==> config.mk <==
export PLATFORM = sky130hd
export DESIGN_NAME = nearest_resize_source_address_unit_flat
export DESIGN_NICKNAME = d
export VERILOG_FILES = /design/src/rtl/core/nrsa_pkg.sv /design/src/rtl/core/nrsa_if.sv /design/src/rtl/core/nrsa_cfg.sv /design/src/rtl/core/nrsa_axis.sv /design/src/rtl/core/nrsa_index.sv /design/src/rtl/core/nearest_resize_source_address_unit.sv /design/src/flat_wrapper.sv
export SDC_FILE = /design/constraint.sdc
export NUM_CORES = 2
export LEC_CHECK = 0
export BUFFER_PORTS_ARGS = -buffer_cell sky130_fd_sc_hd__buf_2
export CAP_MARGIN = 20
export CORE_MARGIN = 3
export CORE_UTILIZATION = 65
export DETAILED_ROUTE_END_ITERATION = 7
export GPL_TIMING_DRIVEN = 1
export PLACE_DENSITY = 0.86
export RECOVER_POWER = 100
export SLEW_MARGIN = 20
export SYNTH_ARGS = -nofsm -noshare
export SYNTH_HDL_FRONTEND = slang
export SYNTH_HIERARCHICAL = 1
export SYNTH_SLANG_ARGS = --single-unit
==> constraint.sdc <==
create_clock -name clk -period 15 [get_ports clk]
set_input_delay 3 -clock clk [delete_from_list [all_inputs] [get_ports clk]]
set_output_delay 3 -clock clk [all_outputs]
set_load 0.02 [all_outputs]
==> src/rtl/core/nrsa_pkg.sv <==
// Package for the nearest resize source address unit: widths, pipeline stage
// numbering, register and mode codes, the configuration struct and size helpers.
// No dependencies.
package nrsa_pkg;

  localparam int unsigned MAX_DIM       = 4096;
  localparam int unsigned MAX_CHANNELS  = 1024;
  localparam int unsigned MAX_BATCH     = 64;
  localparam int unsigned CHANNEL_BLOCK = 8;

  localparam int unsigned SIZE_W    = 13;
  localparam int unsigned CH_W      = 11;
  localparam int unsigned BATCH_W   = $clog2(MAX_BATCH);
  localparam int unsigned CIDX_W    = 10;
  localparam int unsigned COORD_W   = 12;
  localparam int unsigned INDEX_W   = 46;
  localparam int unsigned CFG_IDX_W = 3;
  localparam int unsigned CBLK_W    = $clog2(CHANNEL_BLOCK);
  localparam int unsigned GROUP_W   = CH_W - CBLK_W;

  // divider: numerator (2h+1)*I fits 26 bits, divisor 2*O fits 14 bits
  localparam int unsigned NUM_W      = 26;
  localparam int unsigned DEN_W      = 14;
  localparam int unsigned DIV_BITS   = 3;
  localparam int unsigned DIV_STAGES = COORD_W / DIV_BITS;

  // index datapath widths
  localparam int unsigned BASE_W = 16;
  localparam int unsigned T1_W   = 28;
  localparam int unsigned T2_W   = 41;

  // pipeline stage numbers
  localparam int unsigned ST_IN      = 0;
  localparam int unsigned ST_SETUP   = 1;
  localparam int unsigned ST_DIV0    = 2;
  localparam int unsigned ST_CLAMP   = ST_DIV0 + DIV_STAGES;
  localparam int unsigned ST_MUL     = ST_CLAMP + 1;
  localparam int unsigned ST_OUT     = ST_MUL + 1;
  localparam int unsigned NUM_STAGES = ST_OUT + 1;

  typedef logic [NUM_STAGES-1:0] stage_en_t;

  typedef enum logic [1:0] {
    MODE_HALF_PIXEL    = 2'd0,
    MODE_PYTORCH_HALF  = 2'd1,
    MODE_ALIGN_CORNERS = 2'd2,
    MODE_ASYMMETRIC    = 2'd3
  } coord_mode_t;

  typedef enum logic [CFG_IDX_W-1:0] {
    REG_IN_HEIGHT   = 3'd0,
    REG_IN_WIDTH    = 3'd1,
    REG_OUT_HEIGHT  = 3'd2,
    REG_OUT_WIDTH   = 3'd3,
    REG_IN_CHANNELS = 3'd4,
    REG_COORD_MODE  = 3'd5,
    REG_IN_BLOCKED  = 3'd6
  } cfg_reg_t;

  typedef struct packed {
    logic [SIZE_W-1:0]  in_height;
    logic [SIZE_W-1:0]  in_width;
    logic [SIZE_W-1:0]  out_height;
    logic [SIZE_W-1:0]  out_width;
    logic [COORD_W-1:0] in_height_m1;
    logic [COORD_W-1:0] in_width_m1;
    logic [CH_W-1:0]    in_channels;
    coord_mode_t        coord_mode;
    logic               in_blocked;
  } cfg_t;

  // zero acts as one, anything above the maximum acts as the maximum
  function automatic logic [SIZE_W-1:0] sat_dim(input logic [SIZE_W-1:0] v);
    logic [SIZE_W-1:0] r;
    if (v == '0) begin
      r = SIZE_W'(1);
    end else if (v > SIZE_W'(MAX_DIM)) begin
      r = SIZE_W'(MAX_DIM);
    end else begin
      r = v;
    end
    return r;
  endfunction

  function automatic logic [CH_W-1:0] sat_chan(input logic [CH_W-1:0] v);
    logic [CH_W-1:0] r;
    if (v == '0) begin
      r = CH_W'(1);
    end else if (v > CH_W'(MAX_CHANNELS)) begin
      r = CH_W'(MAX_CHANNELS);
    end else begin
      r = v;
    end
    return r;
  endfunction

endpackage

==> src/rtl/core/nrsa_if.sv <==
// Valid/ready channel interfaces for the nearest resize source address unit:
// one for the output pixel position word, one for the source address word.
// Depends on nrsa_pkg.
interface nrsa_in_if;
  logic                           valid;
  logic                           ready;
  logic [nrsa_pkg::BATCH_W-1:0]   batch_idx;
  logic [nrsa_pkg::CIDX_W-1:0]    chan_idx;
  logic [nrsa_pkg::COORD_W-1:0]   out_row;
  logic [nrsa_pkg::COORD_W-1:0]   out_col;

  modport source (output valid, batch_idx, chan_idx, out_row, out_col, input ready);
  modport sink   (input valid, batch_idx, chan_idx, out_row, out_col, output ready);
endinterface

interface nrsa_out_if;
  logic                           valid;
  logic                           ready;
  logic [nrsa_pkg::INDEX_W-1:0]   src_index;
  logic [nrsa_pkg::COORD_W-1:0]   src_row;
  logic [nrsa_pkg::COORD_W-1:0]   src_col;

  modport source (output valid, src_index, src_row, src_col, input ready);
  modport sink   (input valid, src_index, src_row, src_col, output ready);
endinterface

==> src/rtl/core/nrsa_cfg.sv <==
// Configuration registers of the resize address unit. Sizes are saturated on
// write, and the last valid row and column are kept ready for clamping.
// Depends on nrsa_pkg.
module nrsa_cfg (
  input  logic                             clk,
  input  logic                             rst_n,
  input  logic                             cfg_we,
  input  logic [nrsa_pkg::CFG_IDX_W-1:0]   cfg_index,
  input  logic [nrsa_pkg::SIZE_W-1:0]      cfg_wdata,
  output nrsa_pkg::cfg_t                   cfg
);

  nrsa_pkg::cfg_t cfg_r;
  nrsa_pkg::cfg_t cfg_nxt;

  always_comb begin
    logic [nrsa_pkg::SIZE_W-1:0]  dim;
    logic [nrsa_pkg::COORD_W-1:0] dim_m1;
    dim     = nrsa_pkg::sat_dim(cfg_wdata);
    dim_m1  = nrsa_pkg::COORD_W'(dim - nrsa_pkg::SIZE_W'(1));
    cfg_nxt = cfg_r;
    if (cfg_we) begin
      case (nrsa_pkg::cfg_reg_t'(cfg_index))
        nrsa_pkg::REG_IN_HEIGHT: begin
          cfg_nxt.in_height    = dim;
          cfg_nxt.in_height_m1 = dim_m1;
        end
        nrsa_pkg::REG_IN_WIDTH: begin
          cfg_nxt.in_width    = dim;
          cfg_nxt.in_width_m1 = dim_m1;
        end
        nrsa_pkg::REG_OUT_HEIGHT: cfg_nxt.out_height = dim;
        nrsa_pkg::REG_OUT_WIDTH:  cfg_nxt.out_width  = dim;
        nrsa_pkg::REG_IN_CHANNELS: begin
          cfg_nxt.in_channels = nrsa_pkg::sat_chan(cfg_wdata[nrsa_pkg::CH_W-1:0]);
        end
        nrsa_pkg::REG_COORD_MODE: begin
          cfg_nxt.coord_mode = nrsa_pkg::coord_mode_t'(cfg_wdata[1:0]);
        end
        nrsa_pkg::REG_IN_BLOCKED: cfg_nxt.in_blocked = cfg_wdata[0];
        default: ;
      endcase
    end
  end

  always_ff @(posedge clk) begin
    if (!rst_n) begin
      cfg_r.in_height    <= nrsa_pkg::SIZE_W'(1);
      cfg_r.in_width     <= nrsa_pkg::SIZE_W'(1);
      cfg_r.out_height   <= nrsa_pkg::SIZE_W'(1);
      cfg_r.out_width    <= nrsa_pkg::SIZE_W'(1);
      cfg_r.in_height_m1 <= '0;
      cfg_r.in_width_m1  <= '0;
      cfg_r.in_channels  <= nrsa_pkg::CH_W'(1);
      cfg_r.coord_mode   <= nrsa_pkg::MODE_HALF_PIXEL;
      cfg_r.in_blocked   <= 1'b0;
    end else begin
      cfg_r <= cfg_nxt;
    end
  end

  assign cfg = cfg_r;

endmodule

==> src/rtl/core/nrsa_axis.sv <==
// One axis of the coordinate transform: input register, mode setup with one
// multiply, a pipelined restoring divider and the final clamp.
// Depends on nrsa_pkg.
module nrsa_axis (
  input  logic                            clk,
  input  nrsa_pkg::stage_en_t             ld,
  input  logic [nrsa_pkg::COORD_W-1:0]    coord,
  input  logic [nrsa_pkg::SIZE_W-1:0]     isz,
  input  logic [nrsa_pkg::SIZE_W-1:0]     osz,
  input  logic [nrsa_pkg::COORD_W-1:0]    lim,
  input  nrsa_pkg::coord_mode_t           mode,
  output logic [nrsa_pkg::COORD_W-1:0]    src
);

  localparam int unsigned NUM_W   = nrsa_pkg::NUM_W;
  localparam int unsigned DEN_W   = nrsa_pkg::DEN_W;
  localparam int unsigned SIZE_W  = nrsa_pkg::SIZE_W;
  localparam int unsigned COORD_W = nrsa_pkg::COORD_W;
  localparam int unsigned NDIV    = nrsa_pkg::DIV_STAGES;
  localparam int unsigned NBITS   = nrsa_pkg::DIV_BITS;

  logic [COORD_W-1:0] coord_r;

  // setup results
  logic [NUM_W-1:0]   num_nxt;
  logic [DEN_W-1:0]   den_nxt;
  logic               zero_nxt;

  // divider pipeline; index d feeds divider stage d
  logic [NUM_W-1:0]   rem_r  [0:NDIV-1];
  logic [DEN_W-1:0]   den_r  [0:NDIV-1];
  logic               zero_r [0:NDIV];
  logic               ovf_r  [1:NDIV];
  logic [COORD_W-1:0] quo_r  [1:NDIV];

  logic [COORD_W-1:0] src_r;
  logic [COORD_W-1:0] src_nxt;

  always_ff @(posedge clk) begin
    if (ld[nrsa_pkg::ST_IN]) begin
      coord_r <= coord;
    end
  end

  // (2h+1)*I - O over 2*O for the half-pixel modes, h*(I-1) over O-1 for
  // align corners, h*I over O for asymmetric
  always_comb begin
    logic [SIZE_W-1:0] mul_a;
    logic [SIZE_W-1:0] mul_b;
    logic [NUM_W-1:0]  prod;
    logic [NUM_W-1:0]  sub;
    logic              osz_one;
    osz_one  = (osz == SIZE_W'(1));
    mul_a    = {1'b0, coord_r};
    mul_b    = isz;
    sub      = '0;
    den_nxt  = DEN_W'(osz);
    zero_nxt = 1'b0;
    case (mode)
      nrsa_pkg::MODE_HALF_PIXEL, nrsa_pkg::MODE_PYTORCH_HALF: begin
        mul_a   = {coord_r, 1'b1};
        sub     = NUM_W'(osz);
        den_nxt = {osz, 1'b0};
        if (mode == nrsa_pkg::MODE_PYTORCH_HALF && osz_one) begin
          zero_nxt = 1'b1;
        end
      end
      nrsa_pkg::MODE_ALIGN_CORNERS: begin
        mul_b    = isz - SIZE_W'(1);
        den_nxt  = DEN_W'(osz - SIZE_W'(1));
        zero_nxt = osz_one;
      end
      nrsa_pkg::MODE_ASYMMETRIC: ;
      default: ;
    endcase
    prod    = NUM_W'(mul_a) * NUM_W'(mul_b);
    num_nxt = prod - sub;
    if (prod < sub) begin
      zero_nxt = 1'b1;
    end
  end

  always_ff @(posedge clk) begin
    if (ld[nrsa_pkg::ST_SETUP]) begin
      rem_r[0]  <= num_nxt;
      den_r[0]  <= den_nxt;
      zero_r[0] <= zero_nxt;
    end
  end

  for (genvar d = 0; d < NDIV; d++) begin : g_div
    logic [NUM_W-1:0]   rem_nxt;
    logic [COORD_W-1:0] quo_nxt;
    logic [COORD_W-1:0] quo_in;

    if (d == 0) begin : g_first
      logic ovf_nxt;
      assign quo_in = '0;
      // quotient of 4096 or more saturates at the last input line anyway
      assign ovf_nxt = (rem_r[0] >= (NUM_W'(den_r[0]) << COORD_W));
      always_ff @(posedge clk) begin
        if (ld[nrsa_pkg::ST_DIV0]) begin
          ovf_r[1] <= ovf_nxt;
        end
      end
    end else begin : g_rest
      assign quo_in = quo_r[d];
      always_ff @(posedge clk) begin
        if (ld[nrsa_pkg::ST_DIV0 + d]) begin
          ovf_r[d+1] <= ovf_r[d];
        end
      end
    end

    always_comb begin
      logic [NUM_W-1:0] r;
      logic [NUM_W-1:0] trial;
      r       = rem_r[d];
      quo_nxt = quo_in;
      for (int k = 0; k < NBITS; k++) begin
        trial = NUM_W'(den_r[d]) << (COORD_W - 1 - d * NBITS - k);
        if (r >= trial) begin
          r = r - trial;
          quo_nxt[COORD_W - 1 - d * NBITS - k] = 1'b1;
        end
      end
      rem_nxt = r;
    end

    always_ff @(posedge clk) begin
      if (ld[nrsa_pkg::ST_DIV0 + d]) begin
        quo_r[d+1]  <= quo_nxt;
        zero_r[d+1] <= zero_r[d];
      end
    end

    if (d < NDIV - 1) begin : g_carry
      always_ff @(posedge clk) begin
        if (ld[nrsa_pkg::ST_DIV0 + d]) begin
          rem_r[d+1] <= rem_nxt;
          den_r[d+1] <= den_r[d];
        end
      end
    end
  end

  always_comb begin
    if (zero_r[NDIV]) begin
      src_nxt = '0;
    end else if (ovf_r[NDIV] || (quo_r[NDIV] > lim)) begin
      src_nxt = lim;
    end else begin
      src_nxt = quo_r[NDIV];
    end
  end

  always_ff @(posedge clk) begin
    if (ld[nrsa_pkg::ST_CLAMP]) begin
      src_r <= src_nxt;
    end
  end

  assign src = src_r;

endmodule

==> src/rtl/core/nrsa_index.sv <==
// Flat source index for plain NCHW or 8-channel blocked layout. The batch and
// channel part is multiplied out while the dividers run. Depends on nrsa_pkg.
module nrsa_index (
  input  logic                            clk,
  input  nrsa_pkg::stage_en_t             ld,
  input  nrsa_pkg::cfg_t                  cfg,
  input  logic [nrsa_pkg::BATCH_W-1:0]    batch_idx,
  input  logic [nrsa_pkg::CIDX_W-1:0]     chan_idx,
  input  logic [nrsa_pkg::COORD_W-1:0]    row,
  input  logic [nrsa_pkg::COORD_W-1:0]    col,
  output logic [nrsa_pkg::INDEX_W-1:0]    src_index,
  output logic [nrsa_pkg::COORD_W-1:0]    src_row,
  output logic [nrsa_pkg::COORD_W-1:0]    src_col
);

  localparam int unsigned BASE_W  = nrsa_pkg::BASE_W;
  localparam int unsigned T1_W    = nrsa_pkg::T1_W;
  localparam int unsigned T2_W    = nrsa_pkg::T2_W;
  localparam int unsigned CBLK_W  = nrsa_pkg::CBLK_W;
  localparam int unsigned CIDX_W  = nrsa_pkg::CIDX_W;
  localparam int unsigned CH_W    = nrsa_pkg::CH_W;
  localparam int unsigned COORD_W = nrsa_pkg::COORD_W;
  localparam int unsigned INDEX_W = nrsa_pkg::INDEX_W;

  logic [nrsa_pkg::BATCH_W-1:0] batch_r;
  logic [CIDX_W-1:0]            chan_r;

  logic [BASE_W-1:0]            base_r;
  logic [BASE_W-1:0]            base_nxt;
  logic [CBLK_W-1:0]            clo_r [nrsa_pkg::ST_SETUP:nrsa_pkg::ST_MUL];

  logic [T1_W-1:0]              t1_r [nrsa_pkg::ST_DIV0:nrsa_pkg::ST_CLAMP];
  logic [T1_W-1:0]              t1_nxt;

  logic [T2_W-1:0]              t2_r;
  logic [T2_W-1:0]              t2_nxt;
  logic [COORD_W-1:0]           mul_row_r;
  logic [COORD_W-1:0]           mul_col_r;

  logic [INDEX_W-1:0]           src_index_r;
  logic [INDEX_W-1:0]           src_index_nxt;
  logic [COORD_W-1:0]           src_row_r;
  logic [COORD_W-1:0]           src_col_r;

  always_ff @(posedge clk) begin
    if (ld[nrsa_pkg::ST_IN]) begin
      batch_r <= batch_idx;
      chan_r  <= chan_idx;
    end
  end

  // blocked: b*(C/8) + c/8, plain: b*C + c
  always_comb begin
    if (cfg.in_blocked) begin
      base_nxt = BASE_W'(batch_r) * BASE_W'(cfg.in_channels[CH_W-1:CBLK_W])
               + BASE_W'(chan_r[CIDX_W-1:CBLK_W]);
    end else begin
      base_nxt = BASE_W'(batch_r) * BASE_W'(cfg.in_channels) + BASE_W'(chan_r);
    end
  end

  assign t1_nxt = T1_W'(base_r) * T1_W'(cfg.in_height);

  always_comb begin
    logic [T1_W-1:0] line;
    line   = t1_r[nrsa_pkg::ST_CLAMP] + T1_W'(row);
    t2_nxt = T2_W'(line) * T2_W'(cfg.in_width);
  end

  always_comb begin
    logic [T2_W-1:0] pix;
    pix = t2_r + T2_W'(mul_col_r);
    if (cfg.in_blocked) begin
      src_index_nxt = INDEX_W'({pix, clo_r[nrsa_pkg::ST_MUL]});
    end else begin
      src_index_nxt = INDEX_W'(pix);
    end
  end

  always_ff @(posedge clk) begin
    if (ld[nrsa_pkg::ST_SETUP]) begin
      base_r                   <= base_nxt;
      clo_r[nrsa_pkg::ST_SETUP] <= chan_r[CBLK_W-1:0];
    end
    for (int s = nrsa_pkg::ST_SETUP + 1; s <= nrsa_pkg::ST_MUL; s++) begin
      if (ld[s]) begin
        clo_r[s] <= clo_r[s-1];
      end
    end
    if (ld[nrsa_pkg::ST_DIV0]) begin
      t1_r[nrsa_pkg::ST_DIV0] <= t1_nxt;
    end
    for (int s = nrsa_pkg::ST_DIV0 + 1; s <= nrsa_pkg::ST_CLAMP; s++) begin
      if (ld[s]) begin
        t1_r[s] <= t1_r[s-1];
      end
    end
    if (ld[nrsa_pkg::ST_MUL]) begin
      t2_r      <= t2_nxt;
      mul_row_r <= row;
      mul_col_r <= col;
    end
    if (ld[nrsa_pkg::ST_OUT]) begin
      src_index_r <= src_index_nxt;
      src_row_r   <= mul_row_r;
      src_col_r   <= mul_col_r;
    end
  end

  assign src_index = src_index_r;
  assign src_row   = src_row_r;
  assign src_col   = src_col_r;

endmodule

==> src/rtl/core/nearest_resize_source_address_unit.sv <==
// Top level of the nearest resize source address unit: configuration, two
// axis transforms, index datapath and the stage valid/ready chain.
// Depends on nrsa_pkg, nrsa_if, nrsa_cfg, nrsa_axis, nrsa_index.
//
//   channel   dir  handshake        word
//   in_chan   in   valid/ready      batch_idx, chan_idx, out_row, out_col
//   out_chan  out  valid/ready      src_index, src_row, src_col
//   cfg_*     in   cfg_we only      cfg_index, cfg_wdata
//
// Nine register stages: input, mode setup (one multiply), four divider stages
// of three quotient bits each, clamp, row/width multiply, output add.
// One word per cycle while out_chan is not stalled.
// Reset empties the pipeline and loads sizes of 1, half-pixel mode, NCHW.
// Each stage holds while the one after it is full and stalled; empty stages
// fill up, so in_chan.ready stays high until the whole pipeline is full.
module nearest_resize_source_address_unit (
  input  logic                              clk,
  input  logic                              rst_n,
  nrsa_in_if.sink                           in_chan,
  nrsa_out_if.source                        out_chan,
  input  logic                              cfg_we,
  input  logic [nrsa_pkg::CFG_IDX_W-1:0]    cfg_index,
  input  logic [nrsa_pkg::SIZE_W-1:0]       cfg_wdata
);

  localparam int unsigned NST = nrsa_pkg::NUM_STAGES;

  nrsa_pkg::cfg_t                 cfg;
  nrsa_pkg::stage_en_t            ld;
  logic [NST:0]                   rdy;
  logic [NST-1:0]                 valid_r;
  logic [NST-1:0]                 valid_nxt;
  logic [nrsa_pkg::COORD_W-1:0]   row;
  logic [nrsa_pkg::COORD_W-1:0]   col;

  nrsa_cfg u_cfg (
    .clk       (clk),
    .rst_n     (rst_n),
    .cfg_we    (cfg_we),
    .cfg_index (cfg_index),
    .cfg_wdata (cfg_wdata),
    .cfg       (cfg)
  );

  // a stage may load when it is empty or the stage after it moves
  always_comb begin
    rdy[NST] = out_chan.ready;
    for (int s = NST - 1; s >= 0; s--) begin
      rdy[s] = !valid_r[s] || rdy[s+1];
    end
    valid_nxt = valid_r;
    if (rdy[0]) begin
      valid_nxt[0] = in_chan.valid;
    end
    for (int s = 1; s < NST; s++) begin
      if (rdy[s]) begin
        valid_nxt[s] = valid_r[s-1];
      end
    end
  end

  assign ld = rdy[NST-1:0];

  always_ff @(posedge clk) begin
    if (!rst_n) begin
      valid_r <= '0;
    end else begin
      valid_r <= valid_nxt;
    end
  end

  nrsa_axis u_axis_row (
    .clk   (clk),
    .ld    (ld),
    .coord (in_chan.out_row),
    .isz   (cfg.in_height),
    .osz   (cfg.out_height),
    .lim   (cfg.in_height_m1),
    .mode  (cfg.coord_mode),
    .src   (row)
  );

  nrsa_axis u_axis_col (
    .clk   (clk),
    .ld    (ld),
    .coord (in_chan.out_col),
    .isz   (cfg.in_width),
    .osz   (cfg.out_width),
    .lim   (cfg.in_width_m1),
    .mode  (cfg.coord_mode),
    .src   (col)
  );

  nrsa_index u_index (
    .clk       (clk),
    .ld        (ld),
    .cfg       (cfg),
    .batch_idx (in_chan.batch_idx),
    .chan_idx  (in_chan.chan_idx),
    .row       (row),
    .col       (col),
    .src_index (out_chan.src_index),
    .src_row   (out_chan.src_row),
    .src_col   (out_chan.src_col)
  );

  assign in_chan.ready  = rdy[0];
  assign out_chan.valid = valid_r[nrsa_pkg::ST_OUT];

endmodule
==> src/flat_wrapper.sv <==
// flat-port wrapper written by rule: the top's interface ports become plain ports
module nearest_resize_source_address_unit_flat 
  (clk, rst_n, cfg_we, cfg_index, cfg_wdata, in_chan_valid, in_chan_batch_idx, in_chan_chan_idx, in_chan_out_row, in_chan_out_col, in_chan_ready, out_chan_valid, out_chan_src_index, out_chan_src_row, out_chan_src_col, out_chan_ready);
  nrsa_in_if in_chan_i ();
  nrsa_out_if out_chan_i ();
  input  logic clk;
  input  logic rst_n;
  input  logic cfg_we;
  input  logic [nrsa_pkg::CFG_IDX_W-1:0] cfg_index;
  input  logic [nrsa_pkg::SIZE_W-1:0] cfg_wdata;
  input wire logic [$bits(in_chan_i.valid)-1:0] in_chan_valid;
  input wire logic [$bits(in_chan_i.batch_idx)-1:0] in_chan_batch_idx;
  input wire logic [$bits(in_chan_i.chan_idx)-1:0] in_chan_chan_idx;
  input wire logic [$bits(in_chan_i.out_row)-1:0] in_chan_out_row;
  input wire logic [$bits(in_chan_i.out_col)-1:0] in_chan_out_col;
  output wire logic [$bits(in_chan_i.ready)-1:0] in_chan_ready;
  output wire logic [$bits(out_chan_i.valid)-1:0] out_chan_valid;
  output wire logic [$bits(out_chan_i.src_index)-1:0] out_chan_src_index;
  output wire logic [$bits(out_chan_i.src_row)-1:0] out_chan_src_row;
  output wire logic [$bits(out_chan_i.src_col)-1:0] out_chan_src_col;
  input wire logic [$bits(out_chan_i.ready)-1:0] out_chan_ready;
  assign in_chan_i.valid = in_chan_valid;
  assign in_chan_i.batch_idx = in_chan_batch_idx;
  assign in_chan_i.chan_idx = in_chan_chan_idx;
  assign in_chan_i.out_row = in_chan_out_row;
  assign in_chan_i.out_col = in_chan_out_col;
  assign in_chan_ready = in_chan_i.ready;
  assign out_chan_valid = out_chan_i.valid;
  assign out_chan_src_index = out_chan_i.src_index;
  assign out_chan_src_row = out_chan_i.src_row;
  assign out_chan_src_col = out_chan_i.src_col;
  assign out_chan_i.ready = out_chan_ready;
  nearest_resize_source_address_unit u_core (.clk(clk), .rst_n(rst_n), .in_chan(in_chan_i), .out_chan(out_chan_i), .cfg_we(cfg_we), .cfg_index(cfg_index), .cfg_wdata(cfg_wdata));
endmodule
* Word level (Yosys, flattened, before mapping) *
Memories as Yosys holds them, arrays and structs flattened.
Cells that the tools add are included.
Widths: inputs -> output; s select.

storage, ports and cells
  register bits after elaboration = 314
  memory bits (writable) = 595
  input port bits = 61
  output and inout bits = 72
  logic and storage cells = 241
  memories kept = 12

memories
  memory                   depth  bits a word  read ports  clocked after Yosys merged registers in  wr ports  RTL line          text
  u_core.u_index.t1_r      5      28           5           0                                        5         nrsa_index.sv:32  logic [T1_W-1:0] t1_r [nrsa_pkg::ST_DIV0:nrsa_pkg::ST_CLAMP];
  u_core.u_axis_col.rem_r  4      26           4           0                                        4         nrsa_axis.sv:30   logic [NUM_W-1:0] rem_r [0:NDIV-1];
  u_core.u_axis_row.rem_r  4      26           4           0                                        4         nrsa_axis.sv:30
  u_core.u_axis_col.den_r  4      14           4           0                                        4         nrsa_axis.sv:31   logic [DEN_W-1:0] den_r [0:NDIV-1];
  u_core.u_axis_row.den_r  4      14           4           0                                        4         nrsa_axis.sv:31
  u_core.u_axis_col.quo_r  4      12           4           0                                        4         nrsa_axis.sv:34   logic [COORD_W-1:0] quo_r [1:NDIV];
  6 more memories          n/a    n/a          n/a         n/a                                      n/a       n/a

operators by class
  add/sub/neg operators = 33
  multiply operators = 6
  order comparisons = 32
  equality and inequality tests = 10
  multiplexer cells = 82
  reduce and logical (&&, ||, !) cells = 34

operators by type and width
  cell              number
  $mux 26           22
  $mux 13           8
  $pmux 14 s2       2
  $ge 26x14->1      2
  $ge 26x15->1      2
  $ge 26x16->1      2
  $ge 26x17->1      2
  $ge 26x18->1      2
  $ge 26x19->1      2
  $ge 26x20->1      2
  $ge 26x21->1      2
  $ge 26x22->1      2
  $ge 26x23->1      2
  $ge 26x24->1      2
  $ge 26x25->1      2
  $ge 26x26->1      2
  $lt 26x26->1      2
  $mul 13x13->26    2
  $sub 26x15->26    2
  $sub 26x16->26    2
  $sub 26x17->26    2
  $sub 26x18->26    2
  $sub 26x19->26    2
  $sub 26x20->26    2
  other kinds (41)  123

* Longest topological paths before layout *
  depth in word-level cells = 11
  gate-level depth with buffers = 42
  gate-level depth less buffers = 38

* Modules after synthesis *
Netlist, hierarchy kept.

by module, submodules not included
  module                              instances  cells an instance  area each (sq um)  seq. area each (sq um)
  nrsa_index                          1          3074               32874.0            9789.4
  nrsa_axis at u_core.u_axis_col      1          2901               25818.5            6696.4
  nrsa_axis at u_core.u_axis_row      1          2787               25411.9            6696.4
  nrsa_cfg                            1          432                3530.9             1801.7
  nearest_resize_source_address_unit  1          43                 369.1              180.2

* Worst setup path after synthesis *
No wires, ideal clock.

  kind = flip-flop to flip-flop
  start = mem u_core.u_axis_col.rem_r[2][18]
  end = mem u_core.u_axis_col.rem_r[3][13], data pin
  library setup time = 0.260 ns
  arrival = 8.481 ns
  data required time = 14.740 ns
  slack = 6.259 ns
  cell stages (with the launch flop) = 37
  path buffers = 6
  clock period less this slack = 8.741 ns
  cell sequence = edfxtp_1 ha_1 clkbuf_1 nand4b_1 nor4_1 a31oi_4 nand2_1 clkbuf_1 buf_1 a21oi_1 fa_1 a21o_1 a221oi_1 nor2_1 a311o_1 a221o_1 a21oi_1 nand4_1 nor4_2 clkbuf_1 mux2_2 inv_1 ha_1 nor2b_1 o21ai_0 a21boi_0 o21a_1 o21ai_0 a31oi_1 a221oi_1 nand2_1 inv_1 nand4_1 or2_1 buf_4 buf_6 mux2_4

RTL lines
  element      RTL line
  from (decl)  nrsa_axis.sv:30

==> summary.txt <==
Global routing
  – Antenna violations before repair: 11
  – Global-route wire length before repair: around 360,000 um
  – Largest net degree at the start of global routing: 81
  – Total global routing track utilization: between 30% and 40%
  – Number of global-route vias before repair: a little under 70,000
  – Grt total ovfl: 0

Timing
  – WHS: between 0.3 and 0.4 ns
  – Worst Skew: between 0.04 and 0.05 ns
  – Total negative slack: 0 ns
  – Actual slew at the worst max-slew pin: just under 5 ns
  – Final critical-path required period: roughly 12 ns
  – Period utilisation layout: 79.3%
  – Fin. max-slew vios: 974
  – Final Hold Viols: 0
  – Headroom to the max-slew limit: -223%
  – Unrepaired setup endpoints after global routing: no
  – Top achievable clock speed: approximately 0.084 GHz
  – Final-report setup violation count: 0

Worst hold path
  – Worst min path class: reg -> reg
  – HP Start: u_core/u_axis_row/quo_r[0][19]

Floorplan
  – I/O Pins: between 100 and 150
  – FP Rows: approximately 130
  – Die Footprint: between 100,000 and 150,000 um^2
  – Standard cell core area: ~130,000 um^2
  – Die W: roughly 370 um
  – Initial Utilization: about 66%
  – Die Span Y: approximately 370 um

Synthesis
  – Top flip-flop cell by instance count after synthesis: edfxtp_1
  – Yosys warning count: 6
  – Proportion of synthesized flip-flops having asynchronous set or reset: 0%
  – Cell area after synthesis: around 88,000 um^2
  – Portion of the post-synthesis area used by sequential elements: between 20 and 30%
  – Avg Inst Size Synth: between 9 and 10 um^2
  – Gate count after technology mapping: 9,237
  – Distinct cells, synth: 123
  – Number of synthesized flops with an enable pin: 772
  – Number of synthesized register bits: 871

Route
  – Wirelength per Cell: between 20 and 25 um
  – Final antenna-violating net count: 0
  – Post-DR vias/cell: 6.17
  – DRC violation total after the first TritonRoute iteration: approximately 6,700
  – Drt pass-1 iters: 8
  – Via count of the routed design: ~69,000
  – # DRC: 1
  – Total Routed Length: ~230,000 um

Clocking
  – Clock tree from TritonCTS: done
  – Clock input transition at the sequential cells of the worst setup and hold paths: about 0.060 ns
  – Number of buffers added to fix hold violations after cts: 0
  – Clock root cell: clkbuf_16
  – Number of buffers on the longest clock path: 3
  – CTS buffer count: 97
  – Resized Gates After CTS: 0
  – H-tree depth reported by CTS: 3
  – Number of post-CTS setup repair buffers: 0
  – Source-to-sink clock delay at the later pin of the worst-skew pair: 0.72 ns
  – Count of clock tree sinks: approximately 870

Worst setup path
  – CP endpoint kind: flip-flop
  – CP max stage cell: nand4_1
  – Arrival time of data at the critical path endpoint: approximately 12 ns
  – Cell mode on critical path: o21ai_0
  – Sort of element at the start of the critical path: flip-flop
  – Worst Path Max Fanout: 25
  – Critical Setup Path Class: reg -> reg
  – Max stage delay on crit path: 0.84 ns
  – Timing startpoint of the critical path: u_core/u_axis_row/den_r[1][1]
  – Required time of the critical path: 15.44 ns
  – Critical register-to-register path startpoint: u_core/u_axis_row/den_r[1][1]

Run status
  – Outcome: finished with violations
  – Violations in the final reports: DRC, capacitance limit, slew limit

Place
  – HPWL after detailed placement: 177,000 um
  – Count of port buffers added during placement: 130
  – Final Wtd Congestion: about 0.96

Finish
  – Fraction of final layout cells sized beyond drive strength 1: ~5.2%
  – Most common cell after layout, fill and taps aside: inv_1
  – Filler cells: between 9,000 and 10,000
  – Area growth from synthesis to layout: 6.22%
  – Commonest non-fill, non-tap cells in the layout: 1,191 x inv_1, 1,115 x nand2_1, 802 x ha_1, 772 x edfxtp_1, 760 x fa_1
  – Final nets: 10,900
  – Core Util, Final: between 60 and 70%

Flow run
  – Number of max-cap violations: 19
-- cell usage after synthesis, types with 17 or more instances --
cell type  count  area, um^2
xor2_1       188        1650
nand4_1       91         569
a21oi_1      582        2910
or3_1         57         357
a211oi_1      50         375
a21boi_0      35         263
or2_2         36         225
o21ai_0      327        1640
nor4_1        43         269
nand2_1     1115        4190
a31o_2        17         149
nor2b_1       94         588
a21o_1       203        1520
o21bai_1      57         428
dfxtp_1       99        1980
and2_1       276        1730
and3_1        49         307
fa_1         760       15200
xnor2_1      357        3130
nand3_1      129         646
and4_1        18         158
o211ai_1      37         278
o21a_1        75         563
clkbuf_1     227         852
or4_1         23         173
edfxtp_1     772       23200
inv_1       1185        4450
nand2b_1      88         551
mux2i_1      105        1050
mux2_2       121        1360
ha_1         802       10000
a31oi_1       47         294
buf_2         24         120
nor2_1       593        2230
nor3_1       128         641
o31ai_1       29         218
nand3b_1      18         135
-- worst max-delay path: cells and delay by family (launching register included) --
kind / cells / cell delay (ns)
mux: 1 / 0.57
buf+inv: 4 / 2.15
fa+ha+maj: 3 / 1.15
simple gates: 8 / 2.35
compound gates: 17 / 4.85
flops: 1 / 0.53
-- routing by layer --
metal	track usage (%)	part of all wire, %
met1	42.3	40
met2	53.2	46
met3	6.21	8.7
met4	13.4	4.6
met5	0	0.026
-- cells by family after synthesis --
kind of cell,after synthesis,synth area share (%)
flops,871,28.6
fa+ha+maj,1562,28.7
xor+xnor,548,5.48
other cells,1,0.00426
mux,247,3.05
buf+inv,1465,6.35
simple gates,2857,15.6
compound gates,1686,12.3
-- stage by stage --
| stage | cells | worst slack (ns) | area, um^2 |
|---|---|---|---|
| 6_report | 11100 | 3.10 | 93500 |
| 5_1_grt | 11100 | 2.22 | 93500 |
| 4_1_cts | 11100 | 4.53 | 93800 |
| 3_5_place_dp | 10900 | 4.57 | 90400 |
| 3_3_place_gp | 10900 | 4.85 | 90400 |
| 2_1_floorplan | 9238 | 6.26 | 88000 |
-- layout make-up --
class                           instances  area [um^2]  area share [%]
Multi-Input combinational cell       6902        57200            61.2
Sequential cell                       871        25200            26.9
Inverter                             1198         4500            4.81
Clock buffer                          113         2510            2.68
Tap cell                             1768         2210            2.37
Timing Repair Buffer                  202          978            1.05
Clock inverter                         69          887           0.949
Antenna cell                            7         17.5          0.0187
-- final timing paths --
kind,end,slack (ns),cells after the start
worst max register to register,u_core/u_axis_row/rem_r[2][14],3.10,33
worst min register to register,u_core/u_axis_row/quo_r[0][31],0.39,0
worst min-delay path,u_core/u_axis_row/quo_r[0][31],0.39,0
worst max-delay path,u_core/u_axis_row/rem_r[2][14],3.10,33
-- state kept, by name, summed over array words and instances, names as in the netlist, 16 cells and up --
register / flops
u_core/u_index/t1_r: 140
u_core/u_axis_col/rem_r: 104
u_core/u_axis_row/rem_r: 104
u_core/u_cfg/cfg: 90
u_core/u_axis_col/den_r: 56
u_core/u_axis_row/den_r: 56
u_core/u_index/src_index: 44
u_core/u_index/t2_r: 41
u_core/u_axis_col/quo_r: 30
u_core/u_axis_row/quo_r: 30
u_core/u_index/clo_r: 21
u_core/u_index/base_r: 16
Power is left out: the tool's default activity adds up to more than one toggle a clock period on the data nets, which glitch-free logic cannot reach.
